<file path="src/hw/rtl/pfr_queue.sv">
module pfr_queue #(
	parameter int W = 8
) (
	input  logic         clk,
	input  logic         arst_n,
	input  logic         push,
	input  logic [W-1:0] din,
	output logic         full,
	input  logic         pop,
	output logic [W-1:0] dout,
	output logic         empty
);
	logic [W-1:0] mem_q [2];
	logic         wr_q;
	logic         rd_q;
	logic [1:0]   cnt_q;

	assign full  = (cnt_q == 2'd2);
	assign empty = (cnt_q == 2'd0);
	assign dout  = mem_q[rd_q];

	always_ff @(posedge clk or negedge arst_n) begin
		if (!arst_n) begin
			wr_q  <= 1'b0;
			rd_q  <= 1'b0;
			cnt_q <= 2'd0;
		end else begin
			if (push) begin
				wr_q <= ~wr_q;
			end
			if (pop) begin
				rd_q <= ~rd_q;
			end
			if (push && !pop) begin
				cnt_q <= cnt_q + 2'd1;
			end else if (pop && !push) begin
				cnt_q <= cnt_q - 2'd1;
			end
		end
	end

	always_ff @(posedge clk) begin
		if (push) begin
			mem_q[wr_q] <= din;
		end
	end
endmodule

</file>
<file path="config.mk">
export PLATFORM = sky130hd
export DESIGN_NAME = pfr_queue
export DESIGN_NICKNAME = d
export VERILOG_FILES = /design/src/hw/rtl/pfr_queue.sv
export SDC_FILE = /design/constraint.sdc
export NUM_CORES = 1
export LEC_CHECK = 0
export BUFFER_PORTS_ARGS = -buffer_cell sky130_fd_sc_hd__buf_2
export CAP_MARGIN = 20
export CORE_MARGIN = 4
export CORE_UTILIZATION = 52
export CTS_CLUSTER_SIZE = 8
export DETAILED_ROUTE_END_ITERATION = 8
export PLACE_DENSITY_LB_ADDON = 0.25
export SLEW_MARGIN = 20
export SYNTH_ARGS = -nofsm -noshare
export SYNTH_HDL_FRONTEND = slang
export SYNTH_SLANG_ARGS = --single-unit
export TNS_END_PERCENT = 5
</file>
<file path="constraint.sdc">
create_clock -name clk -period 2.7 [get_ports clk]
set_input_delay 0.135 -clock clk [delete_from_list [all_inputs] [get_ports clk]]
set_output_delay 0.135 -clock clk [all_outputs]
set_load 0.05 [all_outputs]
</file>
==> results.json, run 1 <==
{
  "outcome": "completed",
  "drtAntennaViolNets": 0,
  "synth_seq_cells": 20,
  "n_fill_cell": 96,
  "area_growth_pct": 18.83,
  "fp.dieArea_um2": 2162,
  "clock_sink_count": 20,
  "num_rows": 13,
  "grt_antenna_before_repair": 0,
  "pin_count": 22,
  "synth_fp_nets": 54,
  "gp_congestion": 0.6259,
  "hold_class": "primary input to register",
  "cts-buffers-inserted": 3,
  "drive_gt1_share_pct": 50.77,
  "grt_pass1_wl_mm": 1.731,
  "p_leak_uw": 0.0003779,
  "wl_mm": 1.142,
  "setup_viol": 0,
  "avgSynthCellArea_um2": 18.80,
  "clock_path_buffers": 2,
  "worst_ep_arrival_time_ns": 1.44,
  "irDropWorstVdd_v": 0.0007098,
  "final-hold-violation-count": 0,
  "ys_seq_area_share_pct": 75.32,
  "die_h_um": 46.50,
  "post-route-period-util_pct": 58.26,
  "grt_overflow": 0,
  "initial_utilization_pct": 57.09,
  "grt_max_degree": 11,
  "dr.pass1.iters": 3,
  "io_buffer_count": 21,
  "core_um2": 1350,
  "clk_pin_slew_ns": 0.09,
  "dp_hpwl_um": 894.5,
  "path_class": "register to output pin",
  "wl_per_cell_um": 14.28,
  "p_per_area_nw_per_um2": 1153,
  "grtUsageTotal_pct": 12.12,
  "drt_drc_violations_left": 0,
  "cts_setup_buffers": 0,
  "crit_path_max_fanout": 9,
  "num_antenna_cells": 0,
  "insertion_delay_ns": 0.28,
  "dieWidth_um": 46.50,
  "htreeDepth": 1,
  "fin_crit_ns": 1.573,
  "tightest_slew_ns": 0.6913,
  "r2r_cells": 1,
  "start_kind": "register",
  "slew_viol_final": 0,
  "max_cap_viol_count": 0,
  "whs_path_depth": 1,
  "clock-root-buffer": "clkbuf_4",
  "drt-vias-per-instance": 4.963,
  "hold_slack_ns": 0.03476,
  "netlist_instances": 41,
  "cts_tree": "done",
  "skew_ns": 0.002030,
  "final-seq-area_um2": 580.6,
  "syn_area_um2": 770.7,
  "ys_warn_count": 0,
  "tns_ns": 0,
  "worstSetupEndpointType": "output pin",
  "multiInputGateArea_um2": 175.2,
  "slew_headroom_pct": 53.82,
  "max_freq_ghz": 0.6357,
  "vias": 397,
  "utilization_pct": 67.84,
  "grt_pass1_vias": 415,
  "cp_data_required_time_ns": 2.57,
  "rsz0062_at_grt": "false",
  "nets": 80,
  "yosysUniqueCellTypes": 12,
  "dr.first_iter.drc_count": 8
}
synthesized netlist by cell type:
master    count  area, µm²
edfxtp_1     16      480.5
buf_6         1      11.26
mux2_2        8      90.09
and2b_2       1      8.760
inv_1         1      3.750
dfrtp_1       4      100.1
xnor2_1       1      8.760
and2_1        1      6.260
ha_1          1      12.51
nor2_1        2      7.510
xor2_1        4      35.03
nor2b_1       1      6.260
flip-flops by register name, summed over array words and instances (netlist names):
register and cells:
cnt_q 2, mem_q 16, wr_q 1, rd_q 1
metrics by stage:
| step | total power [µW] | setup WS [ns] | std cells | area, µm² |
|---|---|---|---|---|
| 3_3_place_gp | 933.0 | 1.357 | 76 | 883.3 |
| 2_1_floorplan | 859.4 | 1.495 | 41 | 770.7 |
| 6_report | 1056 | 1.127 | 80 | 915.9 |
| 4_1_cts | 1072 | 1.096 | 80 | 915.9 |
| 3_5_place_dp | 941.0 | 1.364 | 76 | 883.3 |
| 5_1_grt | 1107 | 1.058 | 80 | 915.9 |
cell type report:
type,count,area share (%)
inverters,1,0.4098
clock buffers,3,2.459
flip-flops and latches,20,63.39
well taps,15,2.049
multi-input cells,19,19.13
repair buffers,22,12.57
per-layer routing:
metal / GRT usage [%] / routed length (µm) / vias to the layer above / part of all wire, %
met3: 2.344 / 84 / 2 / 7.4
met4: 10.23 / 11 / 0 / 0.96
met1: 14.10 / 452 / 186 / 40
met5: 0 / 0 / - / 0
met2: 18.96 / 593 / 12 / 52
li1: - / - / 197 / -
timing repair:
action                    in CTS  in global routing
hold buffers                   1                  0
hold endpoints to repair       4                  0
gates resized for setup        0                  0
logic make-up (layout without fill, tap and decap cells):
kind of cell  Yosys count  after routing  synth area share [%]
xor+xnor                5              5                 5.682
fa+ha+maj               1              1                 1.623
buf+inv                 2             26                 1.947
flops                  20             20                 75.33
mux                     8              8                 11.69
simple gates            5              5                 3.735
layout by cell type, fill, tap and decap left out:
| cell type | synthesis | routed |
|---|---|---|
| dlygate4sd3_1 | 0 | 1 |
| buf_2 | 0 | 21 |
| and2_1 | 1 | 1 |
| xnor2_1 | 1 | 1 |
| edfxtp_1 | 16 | 16 |
| inv_1 | 1 | 1 |
| nor2b_1 | 1 | 1 |
| dfrtp_1 | 4 | 4 |
| clkbuf_4 | 0 | 3 |
| nor2_1 | 2 | 2 |
| xor2_1 | 4 | 4 |
| ha_1 | 1 | 1 |
| and2b_2 | 1 | 1 |
| mux2_2 | 8 | 8 |
critical path, cell delays in order (launching register included):
cell     delay, ns
dfrtp_1       0.57
mux2_2        0.38
buf_2         0.21
where the power goes:
part / leakage, µW / switching, µW / total [µW] / internal [µW]
Combinational: 0.000167 / 314 / 451 / 137
Sequential: 0.000197 / 58.1 / 477 / 419
Clock: 0.0000138 / 75.9 / 128 / 51.8
path summary, 6_finish.rpt:
kind | start | to | slack, ns
max | rd_q | dout[0] | 1.13
min reg2reg | cnt_q[1] | cnt_q[1] | 0.50
min in group asynchronous | arst_n | cnt_q[0] | 0.17
min | din[1] | mem_q[0][1] | 0.03
max reg2reg | wr_q | mem_q[0][7] | 1.37
max in group asynchronous | arst_n | rd_q | 2.41
Note: power is estimated with default switching activity, not from simulation.
==> run 2, diff against run 1 <==
--- a/config.mk
+++ b/config.mk
@@ -8,7 +8,7 @@
 export BUFFER_PORTS_ARGS = -buffer_cell sky130_fd_sc_hd__buf_2
 export CAP_MARGIN = 20
 export CORE_MARGIN = 4
-export CORE_UTILIZATION = 52
+export CORE_UTILIZATION = 43
 export CTS_CLUSTER_SIZE = 8
 export DETAILED_ROUTE_END_ITERATION = 8
 export PLACE_DENSITY_LB_ADDON = 0.25
==> constraint.sdc (replaced) <==
create_clock -name clk -period 1.3 [get_ports clk]
set_input_delay 0.065 -clock clk [delete_from_list [all_inputs] [get_ports clk]]
set_output_delay 0.065 -clock clk [all_outputs]
set_load 0.05 [all_outputs]
==> results.json, run 2 (synthesis results as in run 1) <==
{
  "post-route-period-util_pct": 107.8,
  "pin_count": 22,
  "clock_power_share_pct": 18.1,
  "utilization_pct": 67.99,
  "dr.first_iter.drc_count": 8,
  "tightest_slew_ns": 0.4039,
  "netSwitchingPower_uw": 1036,
  "n_fill_cell": 124,
  "wl_mm": 1.361,
  "p_comb_share_pct": 47.5,
  "num_rows": 15,
  "area_growth_pct": 50.65,
  "cp.buffers_inverters": 2,
  "internal_power_uw": 1733,
  "grt_antenna_before_repair": 0,
  "start_kind": "register",
  "multiInputGateArea_um2": 175.2,
  "nets": 96,
  "drt_drc_violations_left": 0,
  "crit_path_max_fanout": 3,
  "rsz0062_at_grt": "true",
  "die_h_um": 50.34,
  "path_class": "register to output pin",
  "final-seq-area_um2": 581.8,
  "p_leak_uw": 0.0004804,
  "gp_congestion": 0.6695,
  "worstSetupEndpointType": "output pin",
  "drt-vias-per-instance": 4.421,
  "grt_overflow": 0,
  "fin_crit_ns": 1.401,
  "crit_family": "flip-flops",
  "reg.largest.list": "mem_q: 16 flops, cnt_q: 2 flops",
  "dr.pass1.iters": 4,
  "vias": 473,
  "grt_max_degree": 13,
  "met2_usage_pct": 20.65,
  "grt_busiest_layer": "met2",
  "dieWidth_um": 50.34,
  "grtUsageMet3_pct": 4.748,
  "most-common-layout-cells": "16 x edfxtp_1, 12 x buf_2, 11 x dlygate4sd3_1, 9 x buf_6, 8 x mux2_2",
  "fp.dieArea_um2": 2534,
  "dpl_worst_slack_ns": 0.06503,
  "final-hold-violation-count": 0,
  "p_per_area_nw_per_um2": 2385,
  "hold_slack_ns": 0.06223,
  "grt_pass1_wl_mm": 2.221,
  "cts_tree": "done",
  "num_antenna_cells": 0,
  "insertion_delay_ns": 0.31,
  "crit_path_cell_trace": "buf_4, mux2_2, buf_6",
  "max_flop_register": "mem_q",
  "setup_viol": 8,
  "max_stage_delay_ns": 0.40,
  "sw_frac_of_total_pct": 37.40,
  "slew_headroom_pct": 73.08,
  "clock-root-buffer": "clkbuf_4",
  "final_common_cell": "edfxtp_1",
  "clk_pin_slew_ns": 0.11,
  "htreeDepth": 1,
  "violations": "setup timing",
  "p_seq_share_pct": 34.4,
  "outcome": "finished, violations left",
  "slowest_stage": "dfrtp_2",
  "initial_utilization_pct": 45.13,
  "cp_data_required_time_ns": 1.24,
  "grt_pass1_vias": 493,
  "core_um2": 1708,
  "wl_per_cell_um": 12.72,
  "use_met1_pct": 13.65,
  "skew_ns": 0.01057,
  "grtUsageTotal_pct": 12.44,
  "max_cap_viol_count": 0,
  "slew_viol_final": 0,
  "power_uw": 2769,
  "drtAntennaViolNets": 0,
  "worst_ep_arrival_time_ns": 1.34,
  "clock_path_buffers": 2,
  "largest_reg_flops": 16,
  "drive_gt1_share_pct": 50.00,
  "io_buffer_count": 21,
  "fin_ws_ns": -0.1014,
  "max_freq_ghz": 0.7136,
  "dp_hpwl_um": 840.4,
  "cts-buffers-inserted": 3,
  "irDropWorstVdd_v": 0.001360,
  "hold_class": "primary input to asynchronous set/reset pin",
  "clock_sink_count": 20
}
run 2: power by group through the flow:
stage	sequential, µW	combinational [µW]	clock (µW)
2_1_floorplan	941	844	0
3_3_place_gp	1000	971	0
3_5_place_dp	1010	979	0
4_1_cts	949	1300	510
5_1_grt	978	1380	550
6_report	953	1320	501
run 2: path summary, 6_finish.rpt:
path                         from     endpoint  slack (ns)  cells after the start
max                          rd_q      dout[1]       -0.10                      3
min                        arst_n     cnt_q[1]        0.06                      2
max reg2reg                  wr_q  mem_q[1][6]        0.20                      1
min reg2reg                  wr_q         wr_q        0.49                      1
max in group asynchronous  arst_n         wr_q        1.11                      2
min in group clk           din[4]  mem_q[0][4]        0.48                      2
run 2: repair_timing:
action	in CTS	in global routing
hold buffers	11	0
setup endpoints to repair	8	9
endpoints found under the hold margin	22	0
gates cloned	0	0
resized for setup	18	2
setup buffers	4	0
run 2: per-stage QoR:
stage / instances / TNS [ns] / instance area [µm²]
2_1_floorplan: 41 / 0 / 770.7
3_3_place_gp: 88 / 0 / 910.9
3_5_place_dp: 88 / 0 / 910.9
4_1_cts: 107 / -0.6839 / 1155
5_1_grt: 107 / -1.318 / 1161
6_report: 107 / -0.7218 / 1161
run 2: routing by layer:
layer	vias up	part of all wire, %
met5	-	0
met4	0	2.5
met3	5	6.4
met2	18	52
met1	220	39
li1	230	-
run 2: area by class of cell:
class | count | area share, %
flip-flops and latches | 20 | 50.11
repair buffers | 38 | 27.26
multi-input cells | 19 | 15.09
well taps | 25 | 2.694
clock inverters | 1 | 2.586
clock buffers | 3 | 1.940
inverters | 1 | 0.3233
