File: config.mk
export PLATFORM = sky130hd
export DESIGN_NAME = pfr_back_flat
export DESIGN_NICKNAME = d
export VERILOG_FILES = /design/src/hw/rtl/pfr_pkg.sv /design/src/hw/rtl/pfr_if.sv /design/src/hw/rtl/pfr_back.sv /design/src/flat_wrapper.sv
export SDC_FILE = /design/constraint.sdc
export NUM_CORES = 2
export LEC_CHECK = 0
export CAP_MARGIN = 20
export CORE_ASPECT_RATIO = 2
export CORE_MARGIN = 1
export CORE_UTILIZATION = 25
export CTS_CLUSTER_SIZE = 8
export DETAILED_ROUTE_END_ITERATION = 8
export DONT_BUFFER_PORTS = 1
export HOLD_SLACK_MARGIN = 0.08
export PLACE_DENSITY_LB_ADDON = 0.12
export SKIP_LAST_GASP = 1
export SYNTH_ARGS = -nofsm -noshare
export SYNTH_HDL_FRONTEND = slang
export SYNTH_SLANG_ARGS = --single-unit
File: constraint.sdc
create_clock -name clk -period 26.6 [get_ports clk]
set_input_delay 5.32 -clock clk [delete_from_list [all_inputs] [get_ports clk]]
set_output_delay 5.32 -clock clk [all_outputs]
set_load 0.05 [all_outputs]
File: src/hw/rtl/pfr_pkg.sv
package pfr_pkg;

	localparam int NUM_COEF       = 7;
	localparam int COEF_W         = 16;
	localparam int IDX_W          = 3;
	localparam int ADDR_W         = 5;
	localparam int DATA_W         = 32;
	localparam int DEF_MAX_DEGREE = 6;
	localparam int DEF_COUNT_BITS = 16;
	localparam int SUMY_W         = 40;
	localparam int SUMSQ_W        = 64;
	localparam int WIDE_W         = 128;
	localparam int FRAC_BITS      = 12;

	typedef logic [NUM_COEF-1:0][COEF_W-1:0] coef_arr_t;

	typedef enum logic [2:0] {
		F_IDLE,
		F_MUL,
		F_ADD,
		F_SQR,
		F_SQY,
		F_ACC
	} front_state_t;

	typedef enum logic [2:0] {
		B_IDLE,
		B_MUL,
		B_ACC,
		B_CMP,
		B_DIV,
		B_OUT
	} back_state_t;

	function automatic logic signed [31:0] sat32(input logic signed [65:0] v);
		if (v > 66'sd2147483647) begin
			return 32'sh7fffffff;
		end else if (v < -66'sd2147483648) begin
			return 32'sh80000000;
		end else begin
			return v[31:0];
		end
	endfunction

	function automatic logic [SUMSQ_W-1:0] addsat64(input logic [SUMSQ_W-1:0] a,
		input logic [SUMSQ_W-1:0] b);
		logic [SUMSQ_W:0] s;
		s = {1'b0, a} + {1'b0, b};
		return s[SUMSQ_W] ? '1 : s[SUMSQ_W-1:0];
	endfunction

endpackage

File: src/hw/rtl/pfr_if.sv


interface pfr_result_if;
	logic               valid;
	logic               ready;
	logic signed [31:0] r_squared;
	logic               no_spread;

	modport source(output valid, r_squared, no_spread, input ready);
	modport sink(input valid, r_squared, no_spread, output ready);
endinterface

File: src/hw/rtl/pfr_back.sv
module pfr_back #(
	parameter int COUNT_BITS = pfr_pkg::DEF_COUNT_BITS
) (
	input  logic                              clk,
	input  logic                              arst_n,
	input  logic                              q_empty,
	output logic                              q_pop,
	input  logic [COUNT_BITS-1:0]             job_count,
	input  logic signed [pfr_pkg::SUMY_W-1:0] job_sum_y,
	input  logic [pfr_pkg::SUMSQ_W-1:0]       job_sum_yy,
	input  logic [pfr_pkg::SUMSQ_W-1:0]       job_sum_rr,
	pfr_result_if.source                      result
);
	import pfr_pkg::*;

	back_state_t          state_q, state_d;
	logic [1:0]           j_q, p_q;
	logic [6:0]           cnt_q;
	logic [COUNT_BITS-1:0] n_q;
	logic [SUMY_W-1:0]    ymag_q;
	logic [SUMSQ_W-1:0]   syy_q, srr_q;
	logic [63:0]          prod_q;
	logic [WIDE_W-1:0]    acc_q, spread_q, sq_q, nq_q, rem_q, div_q;
	logic [WIDE_W-1:0]    pp_shift, acc_sum, rem_sh;
	logic [63:0]          op_a, op_b;
	logic [31:0]          pa, pb;
	logic                 rem_ge;
	logic                 ns_q;
	logic signed [31:0]   r2;
	logic                 out_load;
	logic                 out_valid_q;
	logic signed [31:0]   r_q;
	logic                 ns_out_q;

	always_comb begin
		case (j_q)
			2'd0: begin
				op_a = 64'(n_q);
				op_b = syy_q;
			end
			2'd1: begin
				op_a = 64'(ymag_q);
				op_b = 64'(ymag_q);
			end
			default: begin
				op_a = srr_q;
				op_b = 64'(n_q);
			end
		endcase
	end

	assign pa = p_q[1] ? op_a[63:32] : op_a[31:0];
	assign pb = p_q[0] ? op_b[63:32] : op_b[31:0];

	always_comb begin
		case (p_q)
			2'd0:    pp_shift = {64'b0, prod_q};
			2'd3:    pp_shift = {prod_q, 64'b0};
			default: pp_shift = {32'b0, prod_q, 32'b0};
		endcase
	end

	assign acc_sum = acc_q + pp_shift;
	assign rem_sh  = {rem_q[WIDE_W-2:0], nq_q[WIDE_W-1]};
	assign rem_ge  = (rem_sh >= div_q);

	always_comb begin
		if ((|nq_q[WIDE_W-1:32]) || (nq_q[31:0] > 32'h80001000)) begin
			r2 = 32'sh80000000;
		end else begin
			r2 = 32'(33'sd4096 - $signed({1'b0, nq_q[31:0]}));
		end
	end

	always_comb begin
		state_d = state_q;
		unique case (state_q)
			B_IDLE: begin
				if (!q_empty) state_d = B_MUL;
			end
			B_MUL: state_d = B_ACC;
			B_ACC: begin
				state_d = (p_q == 2'd3 && j_q == 2'd2) ? B_CMP : B_MUL;
			end
			B_CMP: begin
				state_d = (spread_q > sq_q) ? B_DIV : B_OUT;
			end
			B_DIV: begin
				if (cnt_q == 7'd127) state_d = B_OUT;
			end
			B_OUT: begin
				if (out_load) state_d = B_IDLE;
			end
			default: state_d = B_IDLE;
		endcase
	end

	always_comb begin
		q_pop    = (state_q == B_IDLE) && !q_empty;
		out_load = (state_q == B_OUT) && (!out_valid_q || result.ready);
	end

	assign result.valid     = out_valid_q;
	assign result.r_squared = r_q;
	assign result.no_spread = ns_out_q;

	always_ff @(posedge clk or negedge arst_n) begin
		if (!arst_n) begin
			state_q     <= B_IDLE;
			out_valid_q <= 1'b0;
		end else begin
			state_q <= state_d;
			if (out_load) begin
				out_valid_q <= 1'b1;
			end else if (result.ready) begin
				out_valid_q <= 1'b0;
			end
		end
	end

	always_ff @(posedge clk) begin
		if (q_pop) begin
			n_q    <= job_count;
			ymag_q <= job_sum_y[SUMY_W-1] ? SUMY_W'(-job_sum_y) : job_sum_y;
			syy_q  <= job_sum_yy;
			srr_q  <= job_sum_rr;
			acc_q  <= '0;
			j_q    <= 2'd0;
			p_q    <= 2'd0;
		end
		if (state_q == B_MUL) begin
			prod_q <= pa * pb;
		end
		if (state_q == B_ACC) begin
			if (p_q == 2'd3) begin
				acc_q <= '0;
				p_q   <= 2'd0;
				j_q   <= j_q + 2'd1;
				case (j_q)
					2'd0:    spread_q <= acc_sum;
					2'd1:    sq_q     <= acc_sum;
					default: nq_q     <= acc_sum << FRAC_BITS;
				endcase
			end else begin
				acc_q <= acc_sum;
				p_q   <= p_q + 2'd1;
			end
		end
		if (state_q == B_CMP) begin
			ns_q  <= !(spread_q > sq_q);
			div_q <= spread_q - sq_q;
			rem_q <= '0;
			cnt_q <= '0;
		end
		if (state_q == B_DIV) begin
			rem_q <= rem_ge ? rem_sh - div_q : rem_sh;
			nq_q  <= {nq_q[WIDE_W-2:0], rem_ge};
			cnt_q <= cnt_q + 7'd1;
		end
		if (out_load) begin
			r_q      <= ns_q ? 32'sd0 : r2;
			ns_out_q <= ns_q;
		end
	end
endmodule

File: src/flat_wrapper.sv
// flat-port wrapper written by rule: the top's interface ports become plain ports
module pfr_back_flat import pfr_pkg::*;
#(
	parameter int COUNT_BITS = pfr_pkg::DEF_COUNT_BITS
)
  (clk, arst_n, q_empty, q_pop, job_count, job_sum_y, job_sum_yy, job_sum_rr, result_valid, result_r_squared, result_no_spread, result_ready);
  pfr_result_if result_i ();
  input  logic clk;
  input  logic arst_n;
  input  logic q_empty;
  output logic q_pop;
  input  logic [COUNT_BITS-1:0] job_count;
  input  logic signed [pfr_pkg::SUMY_W-1:0] job_sum_y;
  input  logic [pfr_pkg::SUMSQ_W-1:0] job_sum_yy;
  input  logic [pfr_pkg::SUMSQ_W-1:0] job_sum_rr;
  output wire logic [$bits(result_i.valid)-1:0] result_valid;
  output wire logic [$bits(result_i.r_squared)-1:0] result_r_squared;
  output wire logic [$bits(result_i.no_spread)-1:0] result_no_spread;
  input wire logic [$bits(result_i.ready)-1:0] result_ready;
  assign result_valid = result_i.valid;
  assign result_r_squared = result_i.r_squared;
  assign result_no_spread = result_i.no_spread;
  assign result_i.ready = result_ready;
  pfr_back #(.COUNT_BITS(COUNT_BITS)) u_core (.clk(clk), .arst_n(arst_n), .q_empty(q_empty), .q_pop(q_pop), .job_count(job_count), .job_sum_y(job_sum_y), .job_sum_yy(job_sum_yy), .job_sum_rr(job_sum_rr), .result(result_i));
endmodule
==> out/summary.txt <==
Status: completed
Asr flop ratio synth: 0.376%
Fin. max-slew vios: 0
Met2 Use GR: 40.3%
Clock sinks: 1064
DRC errors left: 0
Critical Path AT: 11920 ps
Crit Path Class: reg -> reg
Synth top area share: 32.6%
Max-slew headroom: 19.9%
IO buf count: 0
Ports: 223
Total Wirelength: 408000 µm
Post-DRT Antenna Nets: 0
Hold Fails Final Rpt: 0
CTS Root Buffer Type: clkbuf_16
CP max stage delay: 930 ps
CTS Hold Bufs: 0
Starting Density: 25.1%
Startpoint types: flop
Final TNS setup: 0 ps
Met1 GRT Util: 18.4%
Initial antenna violation count: 26
Clock skew: 89.3 ps
Final GP Congestion: 0.971
Tmin final: 11360 ps
Post-synthesis sequential area ratio: 32.8%
Num CTS Buffers: 163
Fin nets: 12000
CP Max Fanout: 57
GR Util met3: 2.12%
Synth Register Bits: 1064
CTS tree: done
Synth-to-layout area growth: 10.8%
Cells after synthesis: 10400
Iter 0 DRT Violations: 4212
First-pass GRT wire length: 577000 µm
Die Ht: 884 µm
Post-Syn Nets: 12200
Die span in x: 443 µm
Top_reg_cell synth: edfxtp_1
Crit. End Element: flop
DR vias/cell: 4.90
Clock-pin slew on the worst setup and hold paths: 60 ps
Synth area leaders: edfxtp_1 33%, fa_1 18%, ha_1 8.4%, inv_1 5.4%, nand2_1 5.2%
Die ar.: 392000 µm²
Total number of vias: 75000
Avg Cell Area, Syn: 9.34 µm²
RSZ-0062 raised after global routing: false
Clock Latency Late Sink: 870 ps
Most Crowded Layer GR: met2
GR Overflow Total: 0
Finish-stage setup viols: 0
Cell Area, Synth: 97300 µm²
Max clock buf depth: 4
HP Class: reg -> reg
Pin count of the biggest net entering global routing: 84
CP max-delay cell: a311oi_1
Period utilization: 42.7%
CTS H-tree depth: 4
Fmax: 88.1 MHz
Via count of the first global-routing pass: 81900
Count leader, synth: inv_1
Yosys cell types: 89
Post-synth top cells: 1411 x inv_1, 1339 x nand2_1, 1061 x nor2_1, 1058 x edfxtp_1, 899 x fa_1
Max-cap violations: 0
Drt wl/cell: 26.6 µm
Top cell type by total area after synthesis: edfxtp_1
Pre-Repair DR Iteration Count: 7
Post-synth EDFFs: 1058
Final HPWL DP: 332000 µm
Post-CTS setup buffers: 0
Measured slew at the worst slew-check pin: 1190 ps
Rows: 323
PostCTS Resize Cnt: 0
Share of cells above drive strength 1: 5.12%
GRT Overall Usage: 20.4%
CP Data Required Time: 27170 ps
Critical path's most frequent cell: fa_1
Synth warn: 0
Core area: 387000 µm²
cell families (layout without fill, tap and decap cells):
kind of cell,after synthesis,after routing,share of synthesized area (%)
simple gates,3191,3191,14.2
xor+xnor,504,504,4.54
fa+ha+maj,1553,1553,26.9
mux,3,3,0.0334
flops,1064,1064,32.8
buf+inv,1941,1784,7.51
other cells,0,9,0
compound gates,2165,2165,14.0
worst paths after layout:
check                                  from                   to  slack [ps]  cells past startpoint
setup / recovery              u_core.j_q[0]    u_core.prod_q[62]       15240                     34
hold / removal             u_core.nq_q[100]     u_core.nq_q[101]         510                      2
setup reg to reg              u_core.j_q[0]    u_core.prod_q[62]       15240                     34
hold reg to reg            u_core.nq_q[100]     u_core.nq_q[101]         510                      2
max in group asynchronous            arst_n    u_core.state_q[0]       22370                      0
min in group asynchronous            arst_n  u_core.result.valid        4150                      0
final cells by class:
type | instances | area [µm²]
Sequential cell | 1064 | 31900
Inverter | 1411 | 5300
Clock buffer | 181 | 4210
Tap cell | 5037 | 6300
Fill cell | 41100 | 279000
Multi-Input combinational cell | 7416 | 58600
Clock inverter | 17 | 116
Timing Repair Buffer | 175 | 1310
Antenna cell | 9 | 22.5
critical path: cells and delay by family (launching register included):
| kind | cells | cell delay, ps |
|---|---|---|
| simple gates | 5 | 1000 |
| fa+ha+maj | 10 | 4870 |
| xor+xnor | 1 | 100 |
| buf+inv | 7 | 1210 |
| flops | 1 | 330 |
| compound gates | 11 | 3490 |
sequential cells by signal, summed over array words and instances, names as in the netlist, 2 cells and up:
signal	cells
u_core.acc_q	128
u_core.cnt_q	7
u_core.div_q	128
u_core.j_q	2
u_core.n_q	16
u_core.nq_q	128
u_core.p_q	2
u_core.prod_q	64
u_core.rem_q	127
u_core.result.r_squared	32
u_core.spread_q	128
u_core.sq_q	128
u_core.srr_q	64
u_core.state_q	3
u_core.syy_q	64
u_core.ymag_q	40
through the flow:
stage          hold slack (ps)  setup WS (ps)  cells  area (µm²)  util [%]
5_1_grt                    552          14590  15300      108000      27.8
4_1_cts                    512          15200  15300      108000      27.8
6_report                   513          15240  15300      108000      27.8
3_3_place_gp               520          14990  15100      103000      26.7
3_5_place_dp               532          15220  15100      103000      26.7
2_1_floorplan              441           5320  10400       97300         -
per-layer routing:
layer | share of wire, % | vias to the layer above
li1 | - | 34600
met1 | 32 | 37300
met2 | 55 | 2117
met3 | 3.0 | 964
met4 | 10 | 20
met5 | 0.033 | -
placed cells by master, fill, tap and decap left out, types with 18 or more instances in the layout:
cell and n:
inv_1 1410, nand2_1 1336, nor2_1 1060, edfxtp_1 1058, fa_1 899, a21oi_1 733
ha_1 651, o21ai_0 422, xnor2_1 321, a21o_1 255, nand4_1 209, xor2_1 183
buf_4 172, clkbuf_16 166, and2_1 146, o21bai_1 129, nand3_1 82, nor3_1 69
o21a_1 68, nor4_1 57, a31oi_1 51, a31o_2 50, a22o_1 47, a211oi_1 46
nor2b_1 46, nand2b_1 46, o31ai_1 40, and3_1 36, a221oi_1 34, a31oi_2 34
a22oi_1 32, o21ai_1 25, or3_1 22, o211ai_1 21, o41ai_1 18
Power is not shown: default switching activity piles up to over one toggle a cycle in this logic, so the estimate is an artifact.
